===== config.mk =====
export PLATFORM = sky130hd
export DESIGN_NAME = line_follower_pd_steering_unit
export DESIGN_NICKNAME = d
export VERILOG_FILES = /design/src/hw/rtl/lfpd_pkg.sv /design/src/hw/rtl/line_follower_pd_steering_unit.sv /design/src/hw/rtl/lfpd_lane.sv /design/src/hw/rtl/lfpd_merge.sv
export SDC_FILE = /design/constraint.sdc
export NUM_CORES = 1
export LEC_CHECK = 0
export BUFFER_PORTS_ARGS = -buffer_cell sky130_fd_sc_hd__buf_2
export CAP_MARGIN = 20
export CORE_AREA = 2 2 240 242
export CTS_BUF_LIST = sky130_fd_sc_hd__clkbuf_4 sky130_fd_sc_hd__clkbuf_8
export CTS_CLUSTER_DIAMETER = 120
export CTS_CLUSTER_SIZE = 20
export DETAILED_ROUTE_END_ITERATION = 7
export DIE_AREA = 0 0 242 244
export GPL_TIMING_DRIVEN = 0
export SLEW_MARGIN = 20
export SYNTH_ARGS = -nofsm -noshare
export SYNTH_HDL_FRONTEND = slang
export SYNTH_SLANG_ARGS = --single-unit

===== constraint.sdc =====
create_clock -name clk -period 13.78 [get_ports clk]
set_input_delay 0.689 -clock clk [delete_from_list [all_inputs] [get_ports clk]]
set_output_delay 0.689 -clock clk [all_outputs]
set_load 0.1 [all_outputs]

===== src/hw/rtl/lfpd_pkg.sv =====
`default_nettype none
package lfpd_pkg;

	localparam int SENSOR_COUNT = 6;
	localparam int SAMPLE_W     = 8;
	localparam int ERR_W        = 4;
	localparam int PAT_W        = SENSOR_COUNT;
	localparam int CFG_IDX_W    = 2;

	// register indexes
	localparam logic [CFG_IDX_W-1:0] REG_BASE_SPEED = 2'd0;
	localparam logic [CFG_IDX_W-1:0] REG_GAIN_PROP  = 2'd1;
	localparam logic [CFG_IDX_W-1:0] REG_GAIN_DERIV = 2'd2;

	localparam logic [SAMPLE_W-1:0] BASE_SPEED_RST = 8'd130;
	localparam logic [SAMPLE_W-1:0] GAIN_PROP_RST  = 8'd20;
	localparam logic [SAMPLE_W-1:0] GAIN_DERIV_RST = 8'd5;
	localparam logic [SAMPLE_W-1:0] MIN_SEEN_RST   = 8'd255;
	localparam logic [SAMPLE_W-1:0] MAX_SEEN_RST   = 8'd0;
	localparam logic [SAMPLE_W-1:0] THRESHOLD_RST  = 8'd128;
	localparam logic [SAMPLE_W-1:0] DUTY_MAX       = 8'd255;

	// action codes
	localparam logic ACT_CALIBRATE = 1'b0;
	localparam logic ACT_STEER     = 1'b1;

	// sensor patterns, sensor 0 in the MSB, 1 = white
	localparam logic [PAT_W-1:0] PAT_CENTER    = 6'b110011;
	localparam logic [PAT_W-1:0] PAT_LEFT_3    = 6'b111110;
	localparam logic [PAT_W-1:0] PAT_LEFT_2    = 6'b111001;
	localparam logic [PAT_W-1:0] PAT_LEFT_1    = 6'b111011;
	localparam logic [PAT_W-1:0] PAT_RIGHT_1   = 6'b110111;
	localparam logic [PAT_W-1:0] PAT_RIGHT_2   = 6'b011111;
	localparam logic [PAT_W-1:0] PAT_RIGHT_3   = 6'b100111;
	localparam logic [PAT_W-1:0] PAT_ALL_WHITE = 6'b111111;

	typedef struct packed {
		logic                action;
		logic [SAMPLE_W-1:0] sample_0;
		logic [SAMPLE_W-1:0] sample_1;
		logic [SAMPLE_W-1:0] sample_2;
		logic [SAMPLE_W-1:0] sample_3;
		logic [SAMPLE_W-1:0] sample_4;
		logic [SAMPLE_W-1:0] sample_5;
	} item_t;

	typedef struct packed {
		logic [SAMPLE_W-1:0]     left_duty;
		logic [SAMPLE_W-1:0]     right_duty;
		logic signed [ERR_W-1:0] position_error;
		logic [PAT_W-1:0]        sensor_pattern;
		logic [SAMPLE_W-1:0]     threshold_now;
	} result_t;

	// per-sensor lane findings
	typedef struct packed {
		logic                above;
		logic [SAMPLE_W-1:0] lo;
		logic [SAMPLE_W-1:0] hi;
	} lane_t;

	// merged view of one item, toward the drive pipeline
	typedef struct packed {
		logic [PAT_W-1:0]          pattern;
		logic signed [ERR_W-1:0]   err;
		logic signed [ERR_W:0]     diff;
		logic [SAMPLE_W-1:0]       min_next;
		logic [SAMPLE_W-1:0]       max_next;
		logic [SAMPLE_W-1:0]       thr_cal;
	} status_t;

	function automatic logic signed [ERR_W-1:0] map_error(
		input logic [PAT_W-1:0]        pat,
		input logic signed [ERR_W-1:0] prev
	);
		logic signed [ERR_W-1:0] e;
		case (pat)
			PAT_CENTER:  e = 4'sd0;
			PAT_LEFT_3:  e = -4'sd3;
			PAT_LEFT_2:  e = -4'sd2;
			PAT_LEFT_1:  e = -4'sd1;
			PAT_RIGHT_1: e = 4'sd1;
			PAT_RIGHT_2: e = 4'sd2;
			PAT_RIGHT_3: e = 4'sd3;
			PAT_ALL_WHITE: begin
				// line lost: push hard toward the side it was last seen
				if (prev < 4'sd0)
					e = -4'sd4;
				else if (prev > 4'sd0)
					e = 4'sd4;
				else
					e = 4'sd0;
			end
			default: e = prev;
		endcase
		return e;
	endfunction

endpackage
`default_nettype wire


===== src/hw/rtl/line_follower_pd_steering_unit.sv =====
// Line follower PD steering unit.
//
// item channel: one transfer carries an action bit and six 8-bit sensor samples.
//   A calibrate item folds the samples into the running min/max and moves the
//   threshold to their midpoint; a steer item thresholds the samples, maps the
//   pattern to a position error and drives the two wheel duties.
// result channel: exactly one result per item, in order.
// cfg channel: index 0 base speed, 1 proportional gain, 2 derivative gain;
//   other indexes are dropped. Always ready; write only while the unit is idle.
// Pipeline: an item passes the stage 1, stage 2 and result registers before
//   result_valid rises. Throughput: one item per cycle unless the result side
//   stalls; calibration state, threshold and last error are all updated in
//   the first stage, so the next item sees them with no gap.
// Reset: gains and base speed go to 20/5/130, threshold to 128, min/max to
//   255/0, last error to 0; the pipeline empties.
// Stall: while result_valid is high and result_ready low the whole pipeline
//   holds and item_ready drops; up to three items sit inside.
`default_nettype none
module line_follower_pd_steering_unit (
	input  wire logic                              clk,
	input  wire logic                              arst_n,
	input  wire logic                              item_valid,
	output logic                                   item_ready,
	input  wire lfpd_pkg::item_t                   item,
	output logic                                   result_valid,
	input  wire logic                              result_ready,
	output lfpd_pkg::result_t                      result,
	input  wire logic                              cfg_valid,
	output logic                                   cfg_ready,
	input  wire logic [lfpd_pkg::CFG_IDX_W-1:0]    cfg_index,
	input  wire logic [lfpd_pkg::SAMPLE_W-1:0]     cfg_data
);
	import lfpd_pkg::*;

	logic [SAMPLE_W-1:0]     base_speed_q;
	logic [SAMPLE_W-1:0]     gain_prop_q;
	logic [SAMPLE_W-1:0]     gain_deriv_q;
	logic [SAMPLE_W-1:0]     min_seen_q;
	logic [SAMPLE_W-1:0]     max_seen_q;
	logic [SAMPLE_W-1:0]     threshold_q;
	logic signed [ERR_W-1:0] last_error_q;

	logic [SAMPLE_W-1:0] smp [SENSOR_COUNT];
	lane_t               lanes [SENSOR_COUNT];
	status_t             st;

	logic advance;
	logic accept;
	logic is_cal;

	// stage 1: error and pattern
	logic                    v_s1;
	logic                    act_s1;
	logic signed [ERR_W-1:0] err_s1;
	logic signed [ERR_W:0]   diff_s1;
	logic [PAT_W-1:0]        pat_s1;
	logic [SAMPLE_W-1:0]     thr_s1;

	// stage 2: products
	logic                    v_s2;
	logic                    act_s2;
	logic signed [ERR_W-1:0] err_s2;
	logic [PAT_W-1:0]        pat_s2;
	logic [SAMPLE_W-1:0]     thr_s2;
	logic signed [12:0]      prod_p_s2;
	logic signed [13:0]      prod_d_s2;

	logic signed [12:0] mul_p;
	logic signed [13:0] mul_d;
	logic signed [15:0] drive;
	logic signed [15:0] left_raw;
	logic signed [15:0] right_raw;
	logic [SAMPLE_W-1:0] left_sat;
	logic [SAMPLE_W-1:0] right_sat;

	result_t result_q;
	logic    res_valid_q;

	assign advance    = !res_valid_q || result_ready;
	assign item_ready = advance;
	assign accept     = item_valid && advance;
	assign is_cal     = (item.action == ACT_CALIBRATE);
	assign cfg_ready  = 1'b1;

	// config registers
	always_ff @(posedge clk or negedge arst_n) begin
		if (!arst_n) begin
			base_speed_q <= BASE_SPEED_RST;
			gain_prop_q  <= GAIN_PROP_RST;
			gain_deriv_q <= GAIN_DERIV_RST;
		end else if (cfg_valid) begin
			unique case (cfg_index)
				REG_BASE_SPEED: base_speed_q <= cfg_data;
				REG_GAIN_PROP:  gain_prop_q  <= cfg_data;
				REG_GAIN_DERIV: gain_deriv_q <= cfg_data;
				default: ;
			endcase
		end
	end

	assign smp[0] = item.sample_0;
	assign smp[1] = item.sample_1;
	assign smp[2] = item.sample_2;
	assign smp[3] = item.sample_3;
	assign smp[4] = item.sample_4;
	assign smp[5] = item.sample_5;

	for (genvar g = 0; g < SENSOR_COUNT; g++) begin : g_lane
		lfpd_lane u_lane (
			.sample    (smp[g]),
			.threshold (threshold_q),
			.min_seen  (min_seen_q),
			.max_seen  (max_seen_q),
			.res       (lanes[g])
		);
	end

	lfpd_merge u_merge (
		.lanes      (lanes),
		.last_error (last_error_q),
		.st         (st)
	);

	// tracking state lives at the input so back-to-back items see it at once
	always_ff @(posedge clk or negedge arst_n) begin
		if (!arst_n) begin
			min_seen_q   <= MIN_SEEN_RST;
			max_seen_q   <= MAX_SEEN_RST;
			threshold_q  <= THRESHOLD_RST;
			last_error_q <= '0;
		end else if (accept) begin
			if (is_cal) begin
				min_seen_q  <= st.min_next;
				max_seen_q  <= st.max_next;
				threshold_q <= st.thr_cal;
			end else begin
				last_error_q <= st.err;
			end
		end
	end

	always_ff @(posedge clk or negedge arst_n) begin
		if (!arst_n) begin
			v_s1 <= 1'b0;
			v_s2 <= 1'b0;
		end else if (advance) begin
			v_s1 <= accept;
			v_s2 <= v_s1;
		end
	end

	always_ff @(posedge clk) begin
		if (accept) begin
			act_s1 <= item.action;
			if (is_cal) begin
				err_s1  <= last_error_q;
				diff_s1 <= '0;
				pat_s1  <= '0;
				thr_s1  <= st.thr_cal;
			end else begin
				err_s1  <= st.err;
				diff_s1 <= st.diff;
				pat_s1  <= st.pattern;
				thr_s1  <= threshold_q;
			end
		end
	end

	assign mul_p = $signed({1'b0, gain_prop_q}) * err_s1;
	assign mul_d = $signed({1'b0, gain_deriv_q}) * diff_s1;

	always_ff @(posedge clk) begin
		if (advance) begin
			act_s2    <= act_s1;
			err_s2    <= err_s1;
			pat_s2    <= pat_s1;
			thr_s2    <= thr_s1;
			prod_p_s2 <= mul_p;
			prod_d_s2 <= mul_d;
		end
	end

	assign drive     = {{3{prod_p_s2[12]}}, prod_p_s2} + {{2{prod_d_s2[13]}}, prod_d_s2};
	assign left_raw  = $signed({8'b0, base_speed_q}) + drive;
	assign right_raw = $signed({8'b0, base_speed_q}) - drive;

	always_comb begin
		if (left_raw < 16'sd0)
			left_sat = '0;
		else if (left_raw > $signed({8'b0, DUTY_MAX}))
			left_sat = DUTY_MAX;
		else
			left_sat = left_raw[SAMPLE_W-1:0];
		if (right_raw < 16'sd0)
			right_sat = '0;
		else if (right_raw > $signed({8'b0, DUTY_MAX}))
			right_sat = DUTY_MAX;
		else
			right_sat = right_raw[SAMPLE_W-1:0];
	end

	always_ff @(posedge clk or negedge arst_n) begin
		if (!arst_n)
			res_valid_q <= 1'b0;
		else if (advance)
			res_valid_q <= v_s2;
	end

	always_ff @(posedge clk) begin
		if (advance) begin
			result_q.left_duty      <= (act_s2 == ACT_STEER) ? left_sat : '0;
			result_q.right_duty     <= (act_s2 == ACT_STEER) ? right_sat : '0;
			result_q.position_error <= err_s2;
			result_q.sensor_pattern <= pat_s2;
			result_q.threshold_now  <= thr_s2;
		end
	end

	assign result_valid = res_valid_q;
	assign result       = result_q;

endmodule
`default_nettype wire


===== src/hw/rtl/lfpd_lane.sv =====
`default_nettype none
module lfpd_lane (
	input  wire logic [lfpd_pkg::SAMPLE_W-1:0] sample,
	input  wire logic [lfpd_pkg::SAMPLE_W-1:0] threshold,
	input  wire logic [lfpd_pkg::SAMPLE_W-1:0] min_seen,
	input  wire logic [lfpd_pkg::SAMPLE_W-1:0] max_seen,
	output lfpd_pkg::lane_t                    res
);
	import lfpd_pkg::*;

	always_comb begin
		res.above = (sample > threshold);
		res.lo    = (sample < min_seen) ? sample : min_seen;
		res.hi    = (sample > max_seen) ? sample : max_seen;
	end

endmodule
`default_nettype wire


===== src/hw/rtl/lfpd_merge.sv =====
`default_nettype none
module lfpd_merge (
	input  wire lfpd_pkg::lane_t                    lanes [lfpd_pkg::SENSOR_COUNT],
	input  wire logic signed [lfpd_pkg::ERR_W-1:0]  last_error,
	output lfpd_pkg::status_t                       st
);
	import lfpd_pkg::*;

	logic [SAMPLE_W-1:0]     lo;
	logic [SAMPLE_W-1:0]     hi;
	logic [SAMPLE_W-1:0]     span;
	logic [PAT_W-1:0]        pat;
	logic signed [ERR_W-1:0] err;

	always_comb begin
		lo = lanes[0].lo;
		hi = lanes[0].hi;
		for (int i = 1; i < SENSOR_COUNT; i++) begin
			if (lanes[i].lo < lo)
				lo = lanes[i].lo;
			if (lanes[i].hi > hi)
				hi = lanes[i].hi;
		end
		for (int i = 0; i < SENSOR_COUNT; i++)
			pat[PAT_W-1-i] = lanes[i].above;
	end

	assign span = hi - lo;
	assign err  = map_error(pat, last_error);

	always_comb begin
		st.pattern  = pat;
		st.err      = err;
		st.diff     = {err[ERR_W-1], err} - {last_error[ERR_W-1], last_error};
		st.min_next = lo;
		st.max_next = hi;
		st.thr_cal  = (hi >= lo) ? (lo + (span >> 1)) : lo;
	end

endmodule
`default_nettype wire


==> flow_summary.ini, run 1 <==
[sta]
hold_slack_ns = 0.264
hold_viol = 0
fin_ws_ns = 0.362
report.final.slew_viol_count = 0
worstMarginPinSlew_ns = 0.890
max_freq_mhz = 74.5
fin_crit_sh_pct = 97.4
finalCriticalPeriod_ns = 13.42
setup_viol_count_final = 0
slew_headroom_pct = 40.6
finClkSkew_ns = 0.0203

[clock_network]
cts_root_buf = clkbuf_8
htreeDepth = 4
clk_pin_slew_ns = 0.10
numCtsBuffers = 17
ctsLongestPathBuffers = 2
clock_latency_ns = 0.47
clock-sinks = 159
cts_tree = built

[worst_setup_path]
required_ns = 13.98
endpoint_kind = register
path_common_cell = a21oi_2
worstSetupPathType = reg2reg
reg2regPathDepth = 72
cpPeakStageDelay_ns = 0.45
critPathSlowestCell = dfrtp_2
endpoint = thr_s1[7]
r2r_start = max_seen_q[5]
path_buf_inv = 8
cp-start-kind = register
r2r_end = thr_s1[7]
crit_start = max_seen_q[5]
arrival_ns = 13.62
r2r_slack_ns = 0.36
worstPathMaxFanout = 7
path_delay_family = compound AO/OA/AOI/OAI gates
crit_cells = 72

[synthesis]
yosysSeqAreaShare_pct = 26.0
synth_most_common_cell = ha_1
synth_compound_area_share_pct = 20.0
post_synth.cell_area_avg_um2 = 9.28
synth_top_cell_area_share_pct = 22.1
post_synth_fa_ha_maj_area_fraction_pct = 26.8
yosys.area_share.simple_pct = 12.5
synth.net_count = 2280
yosysTopAreaCell = ha_1
synth_top_family_by_area = adder cells
synth-edff-count = 104
async_flop_share_pct = 34.6
ys.warnings.count = 0
synthMuxAreaShare_pct = 6.80
synth_common_cells = ha_1, inv_1, a21oi_1, nand2_1, nor2_1
dominantRegCellSynth = edfxtp_1
synth_xor_area_share_pct = 3.13
synth_area_leaders = ha_1, edfxtp_1, dfrtp_1
synth-seq-cells = 159
syn_inst = 1871
netlist_area_um2 = 17400
synthDistinctLibCells = 90

[global_route]
grt_max_degree = 56
grt_pass1_vias = 14800
gr-total-overflow = 0
grt_pass1_wl_mm = 78.2
antenna_found_initial = 14
track_usage_pct = 16.6

[detailed_routing]
wirelength_mm = 50.8
dr.first_iter.drc_count = 733
wl_per_cell_um = 17.8
vias_per_cell = 5.23
drc = 0
num_vias = 14900
first_pass_iters = 5
ant_nets = 0

[layout]
fillers = 5686
area_delta_synth_final_pct = 19.6
final_core_util_pct = 37.0
fin_nets = 2488
fin_cells = 2851
seq_area_um2 = 4530
multi_input_area_um2 = 12700
drive_above_1_share_pct = 21.7

[floorplan]
die_w_um = 242
die_area_um2 = 59000
fp-row-count = 87
core-area_um2 = 56200
initial_utilization_pct = 30.9
num_io_pins = 101
die_h_um = 244

[status]
status = finished, final reports clean

[placed_design]
placed_cells = 2727
post-place-ws_ns = -2.29
portBuffers = 99
dp_hpwl_mm = 39.8
globalplace.congestion = 0.909

[worst_hold_path]
hold_path_class = in2async

[flow_run]
drv_cap = 0
[stage by stage]
step,TNS [ns],area (um2)
finish,0,20800
global route,-1.45,20800
CTS,0,19600
detailed placement,-26.77,18800
global placement,-22.58,18800
floorplan,0,17400
[repair_timing]
item                       4_1_cts  5_1_grt
gates resized for setup         50      144
pin swaps                       12       55
hold buffers                     0        0
setup buffers                   25       61
gates cloned                     1        2
setup endpoints to repair       16       16
[worst reg2reg max path: cells and delay by family, from the launching register on]
| family | cells | cell delay (ns) |
|---|---|---|
| AO/OA/AOI/OAI | 33 | 5.70 |
| XOR/XNOR | 1 | 0.15 |
| adder cells (fa/ha/maj) | 8 | 2.36 |
| buffers and inverters | 8 | 1.24 |
| flip-flops | 1 | 0.45 |
| multiplexers | 2 | 0.60 |
| AND/OR/NAND/NOR | 20 | 2.65 |
[metal layers]
layer / vias up / GRT usage [%] / routed length (um)
met1: 7215 / 19.9 / 21500
met4: 22 / 4.52 / 1410
li1: 7208 / - / -
met5: - / 0 / 142
met2: 345 / 29.9 / 25200
met3: 127 / 3.38 / 2540
[placed cells by master, fill, tap and decap left out, drive strengths merged, types with 10 or more instances in the layout]
| cell | Yosys | routed |
|---|---|---|
| ha | 307 | 307 |
| buf | 5 | 197 |
| inv | 186 | 185 |
| a21oi | 160 | 160 |
| nand2 | 128 | 128 |
| nor2 | 117 | 117 |
| o21ai | 108 | 108 |
| edfxtp | 104 | 104 |
| a21o | 94 | 94 |
| mux2 | 61 | 61 |
| nand3 | 47 | 47 |
| mux2i | 47 | 47 |
| xnor2 | 45 | 45 |
| nand2b | 40 | 40 |
| and2 | 40 | 40 |
| dfrtp | 40 | 40 |
| fa | 38 | 38 |
| clkbuf | 24 | 38 |
| o21bai | 31 | 31 |
| o21a | 25 | 25 |
| nand4 | 18 | 18 |
| xor2 | 17 | 17 |
| a31oi | 17 | 17 |
| nor3 | 16 | 16 |
| dfstp | 15 | 15 |
| nor2b | 15 | 15 |
| and3 | 11 | 11 |
| a211oi | 11 | 11 |
| clkinvlp | 0 | 10 |
[cell type report]
class,count,share of cell area (%)
multi-input combinational,1496,61.3
clock buffer,18,1.16
antenna,3,0.0362
clock inverter,14,0.807
inverter,188,3.54
tap,756,4.56
timing repair buffer,189,5.96
sequential,159,21.8
buffer,28,0.850
[worst min-delay path by stage]
stage,slack [ns],end,startpoint
floorplan,0.39,base_speed_q[0],arst_n
global placement,0.40,thr_s2[1],thr_s1[1]
detailed placement,0.40,act_s2,act_s1
CTS,0.29,gain_deriv_q[1],arst_n
global route,0.30,gain_deriv_q[1],arst_n
finish,0.26,gain_deriv_q[1],arst_n
[cells by family (layout without fill, tap and decap cells)]
logic type                 Yosys count  after routing
other                                1              4
xor gates and xnor gates            62             62
muxes                              108            108
and+or+nand+nor                    452            452
DFF                                159            159
AOI/OAI and AO/OA                  523            524
buffers and inverters              217            437
adders and majority gates          349            349
[registers in the layout (all words and copies together), names as in the netlist, 4 cells and up]
name          count
diff_s1           5
err_s1            4
pat_s2            6
thr_s2            8
gain_prop_q       8
result           34
min_seen_q        8
thr_s1            8
pat_s1            6
threshold_q       8
err_s2            4
gain_deriv_q      8
prod_d_s2        14
max_seen_q        8
base_speed_q      8
prod_p_s2        13
last_error_q      4
Power of run 1 is not shown: default switching activity piles up to over one toggle a cycle in this logic, so the estimate is an artifact.
==> run 2, diff against run 1 <==
CAP_MARGIN = 40   (was 20)
REMOVE_ABC_BUFFERS = 1   (was default)
clock period = 16.65 ns   (was 13.78 ns; I/O delays follow)
==> flow_summary.ini, run 2 (synthesis gave the netlist of run 1 again) <==
[sta]
max_freq_mhz = 64.3
finClkSkew_ns = 0.0162
setup_tns_ns = 0
setup_viol_count_final = 0
hold_slack_ns = 0.164
slew_headroom_pct = 46.4
rsz0062_at_grt = no
finalCriticalPeriod_ns = 15.56
report.final.slew_viol_count = 0
fin_ws_ns = 1.09
fin_crit_sh_pct = 93.5
worstMarginPinSlew_ns = 0.805
hold_viol = 0

[clock_network]
ctsLongestPathBuffers = 2
cts_root_buf = clkbuf_8
clk_pin_slew_ns = 0.10
htreeDepth = 4
clock-sinks = 159
ctsResizeCount = 0
numCtsBuffers = 17
post_cts_buffers = 0
cts_tree = built
clock_latency_ns = 0.48
postCtsHoldBufs = 0

[worst_setup_path]
arrival_ns = 15.81
critPathSlowestCell = dfrtp_1
worstPathMaxFanout = 14
endpoint_kind = register
cp-start-kind = register
r2r_slack_ns = 1.09
required_ns = 16.90
cpPeakStageDelay_ns = 0.65
worstSetupPathType = reg2reg

[layout]
area_delta_synth_final_pct = 11.1
drive_above_1_share_pct = 12.9
final_cell_mix = ha_1, inv_1, a21oi_1, nand2_1, nor2_1
fin_nets = 2382
final_common_cell = ha_1
final_core_util_pct = 34.3
largest_reg_flops = 34
fillers = 5768

[placed_design]
portBuffers = 99
globalplace.congestion = 0.893
post-place-ws_ns = 0.731
dp_hpwl_mm = 37.9

[floorplan]
die_area_um2 = 59000
core-area_um2 = 56200
num_io_pins = 101
fp-row-count = 87
initial_utilization_pct = 30.9
die_w_um = 242
die_h_um = 244

[worst_hold_path]
hold_path_class = in2async

[flow_run]
drv_cap = 0

[detailed_routing]
first_pass_iters = 5
wirelength_mm = 46.8
wl_per_cell_um = 17.0
ant_nets = 0
dr.first_iter.drc_count = 801
num_vias = 14200
drc = 0
vias_per_cell = 5.19

[global_route]
grt_max_degree = 50
grt_pass1_wl_mm = 74.4
antenna_found_initial = 2
grt_pass1_vias = 14300
gr-total-overflow = 0
track_usage_pct = 15.8

[status]
status = finished, final reports clean
## run 2: stage by stage
| stage | instances | area (um2) |
|---|---|---|
| final | 2744 | 19300 |
| after CTS | 2738 | 19200 |
| after global placement | 2697 | 18700 |
| after detailed placement | 2706 | 18800 |
| after global routing | 2744 | 19300 |
| after floorplan | 1842 | 17200 |
## run 2: worst max-delay path: cells and delay by family, from the launching register on
family / cells / cell delay, ns
and+or+nand+nor: 20 / 3.19
xor gates and xnor gates: 1 / 0.15
buffers and inverters: 5 / 0.90
muxes: 2 / 0.73
AOI/OAI and AO/OA: 32 / 6.64
DFF: 1 / 0.65
adders and majority gates: 9 / 3.02
## run 2: worst paths after layout
kind / from / to / cells past startpoint
max: max_seen_q[2] / thr_s1[7] / 69
min: arst_n / max_seen_q[1] / 1
max reg2reg: max_seen_q[2] / thr_s1[7] / 69
min reg2reg: thr_s1[0] / thr_s2[0] / 0
max in group asynchronous: arst_n / gain_prop_q[4] / 2
min in group clk: thr_s1[0] / thr_s2[0] / 0
## run 2: area by class of cell
| type | instances | area (um2) | area share [%] |
|---|---|---|---|
| antenna | 2 | 5.00 | 0.0259 |
| clock buffer | 17 | 234 | 1.21 |
| clock inverter | 15 | 200 | 1.04 |
| inverter | 188 | 706 | 3.66 |
| multi-input combinational | 1495 | 12000 | 62.4 |
| sequential | 159 | 4520 | 23.4 |
| tap | 756 | 946 | 4.90 |
| timing repair buffer | 112 | 639 | 3.31 |
## run 2: layer usage
metal,vias to the layer above,part of all wire [%],track usage (%)
li1,6974,-,-
met1,6817,44,19.4
met2,345,48,27.8
met3,102,3.8,2.28
met4,0,3.4,5.88
met5,-,0,0
Power of run 2 is left out for the same reason.
==> run 3, diff against run 2 <==
CORE_AREA = 5 5 243 245   (was 2 2 240 242)
DIE_AREA = 0 0 248 250   (was 0 0 242 244)
==> flow_summary.ini, run 3 (synthesis gave the netlist of run 1 again) <==
[flow_run]
drv_cap = 0

[clock_network]
clock_latency_ns = 0.48
post_cts_buffers = 0
ctsLongestPathBuffers = 2
clock-sinks = 159
htreeDepth = 4
numCtsBuffers = 17
ctsResizeCount = 0
cts_tree = built
clk_pin_slew_ns = 0.10
cts_root_buf = clkbuf_8
postCtsHoldBufs = 0

[layout]
final_core_util_pct = 33.8
area_delta_synth_final_pct = 11.0
largest_reg_flops = 34
fin_nets = 2379
antenna_cells = 0
final_cell_mix = ha_1, inv_1, a21oi_1, nand2_1, nor2_1
drive_above_1_share_pct = 12.9
final_common_cell = ha_1
fin_cells = 2748

[detailed_routing]
wl_per_cell_um = 17.2
first_pass_iters = 7
wirelength_mm = 47.4
dr.first_iter.drc_count = 844
drc = 0
num_vias = 14200
ant_nets = 0
vias_per_cell = 5.16

[worst_setup_path]
required_ns = 16.84
endpoint_kind = register
cpPeakStageDelay_ns = 0.69
worstPathMaxFanout = 14
critPathSlowestCell = dfrtp_1
worstSetupPathType = reg2reg
arrival_ns = 15.85
cp-start-kind = register

[global_route]
track_usage_pct = 15.1
antenna_found_initial = 0
grt_pass1_vias = 14500
grt_pass1_wl_mm = 75.7
grt_max_degree = 49
gr-total-overflow = 0

[sta]
max_freq_mhz = 63.9
finalCriticalPeriod_ns = 15.66
rsz0062_at_grt = no
hold_slack_ns = 0.173
worstMarginPinSlew_ns = 0.900
setup_tns_ns = 0
report.final.slew_viol_count = 0
slew_headroom_pct = 40.0
finClkSkew_ns = 0.0154
setup_viol_count_final = 0
hold_viol = 0
fin_crit_sh_pct = 94.0

[placed_design]
globalplace.congestion = 0.870
placed_cells = 2714
portBuffers = 99
dp_hpwl_mm = 38.2

[floorplan]
core-area_um2 = 56900
die_h_um = 250
initial_utilization_pct = 30.5
num_io_pins = 101
die_area_um2 = 62000
die_w_um = 248
fp-row-count = 88

[status]
status = finished, final reports clean

[worst_hold_path]
hold_path_class = in2async
-- run 3: layer usage --
layer	GRT usage, %	part of all wire, %	vias to the layer above
li1	-	-	6986
met1	18.9	44	6718
met2	26.2	48	376
met3	2.33	4.5	101
met4	5.25	3.7	0
met5	0	0	-
-- run 3: metrics by stage --
step | cell area [um2] | worst slack, ns
floorplan | 17200 | 3.05
global placement | 18700 | 1.05
detailed placement | 18800 | 0.944
CTS | 19200 | 0.928
global route | 19300 | 0.0988
finish | 19300 | 0.994
-- run 3: cell type report --
cell class                 instances  area [um2]
clock buffer                      18         248
clock inverter                    14         169
fill                            5820       37700
inverter                         188         706
multi-input combinational       1495       12000
sequential                       159        4520
tap                              765         957
timing repair buffer             109         616
-- run 3: critical path, delay by kind of cell (launching register included) --
family	cells	cell delay [ns]
simple gates	19	3.19
xor+xnor	2	0.31
compound gates	32	6.48
flops	1	0.69
mux	3	1.05
fa+ha+maj	9	2.96
buf+inv	4	0.68
-- run 3: path summary, 6_finish.rpt --
check	startpoint	endpoint	slack, ns	cells past startpoint
worst max-delay path	max_seen_q[2]	thr_s1[7]	0.99	69
worst min-delay path	arst_n	max_seen_q[3]	0.17	1
worst max register to register	max_seen_q[2]	thr_s1[7]	0.99	69
worst min register to register	pat_s2[4]	result[12]	0.41	0
max in group asynchronous	arst_n	gain_prop_q[4]	15.90	2
min in group clk	pat_s2[4]	result[12]	0.41	0
Power of run 3 is left out for the same reason.
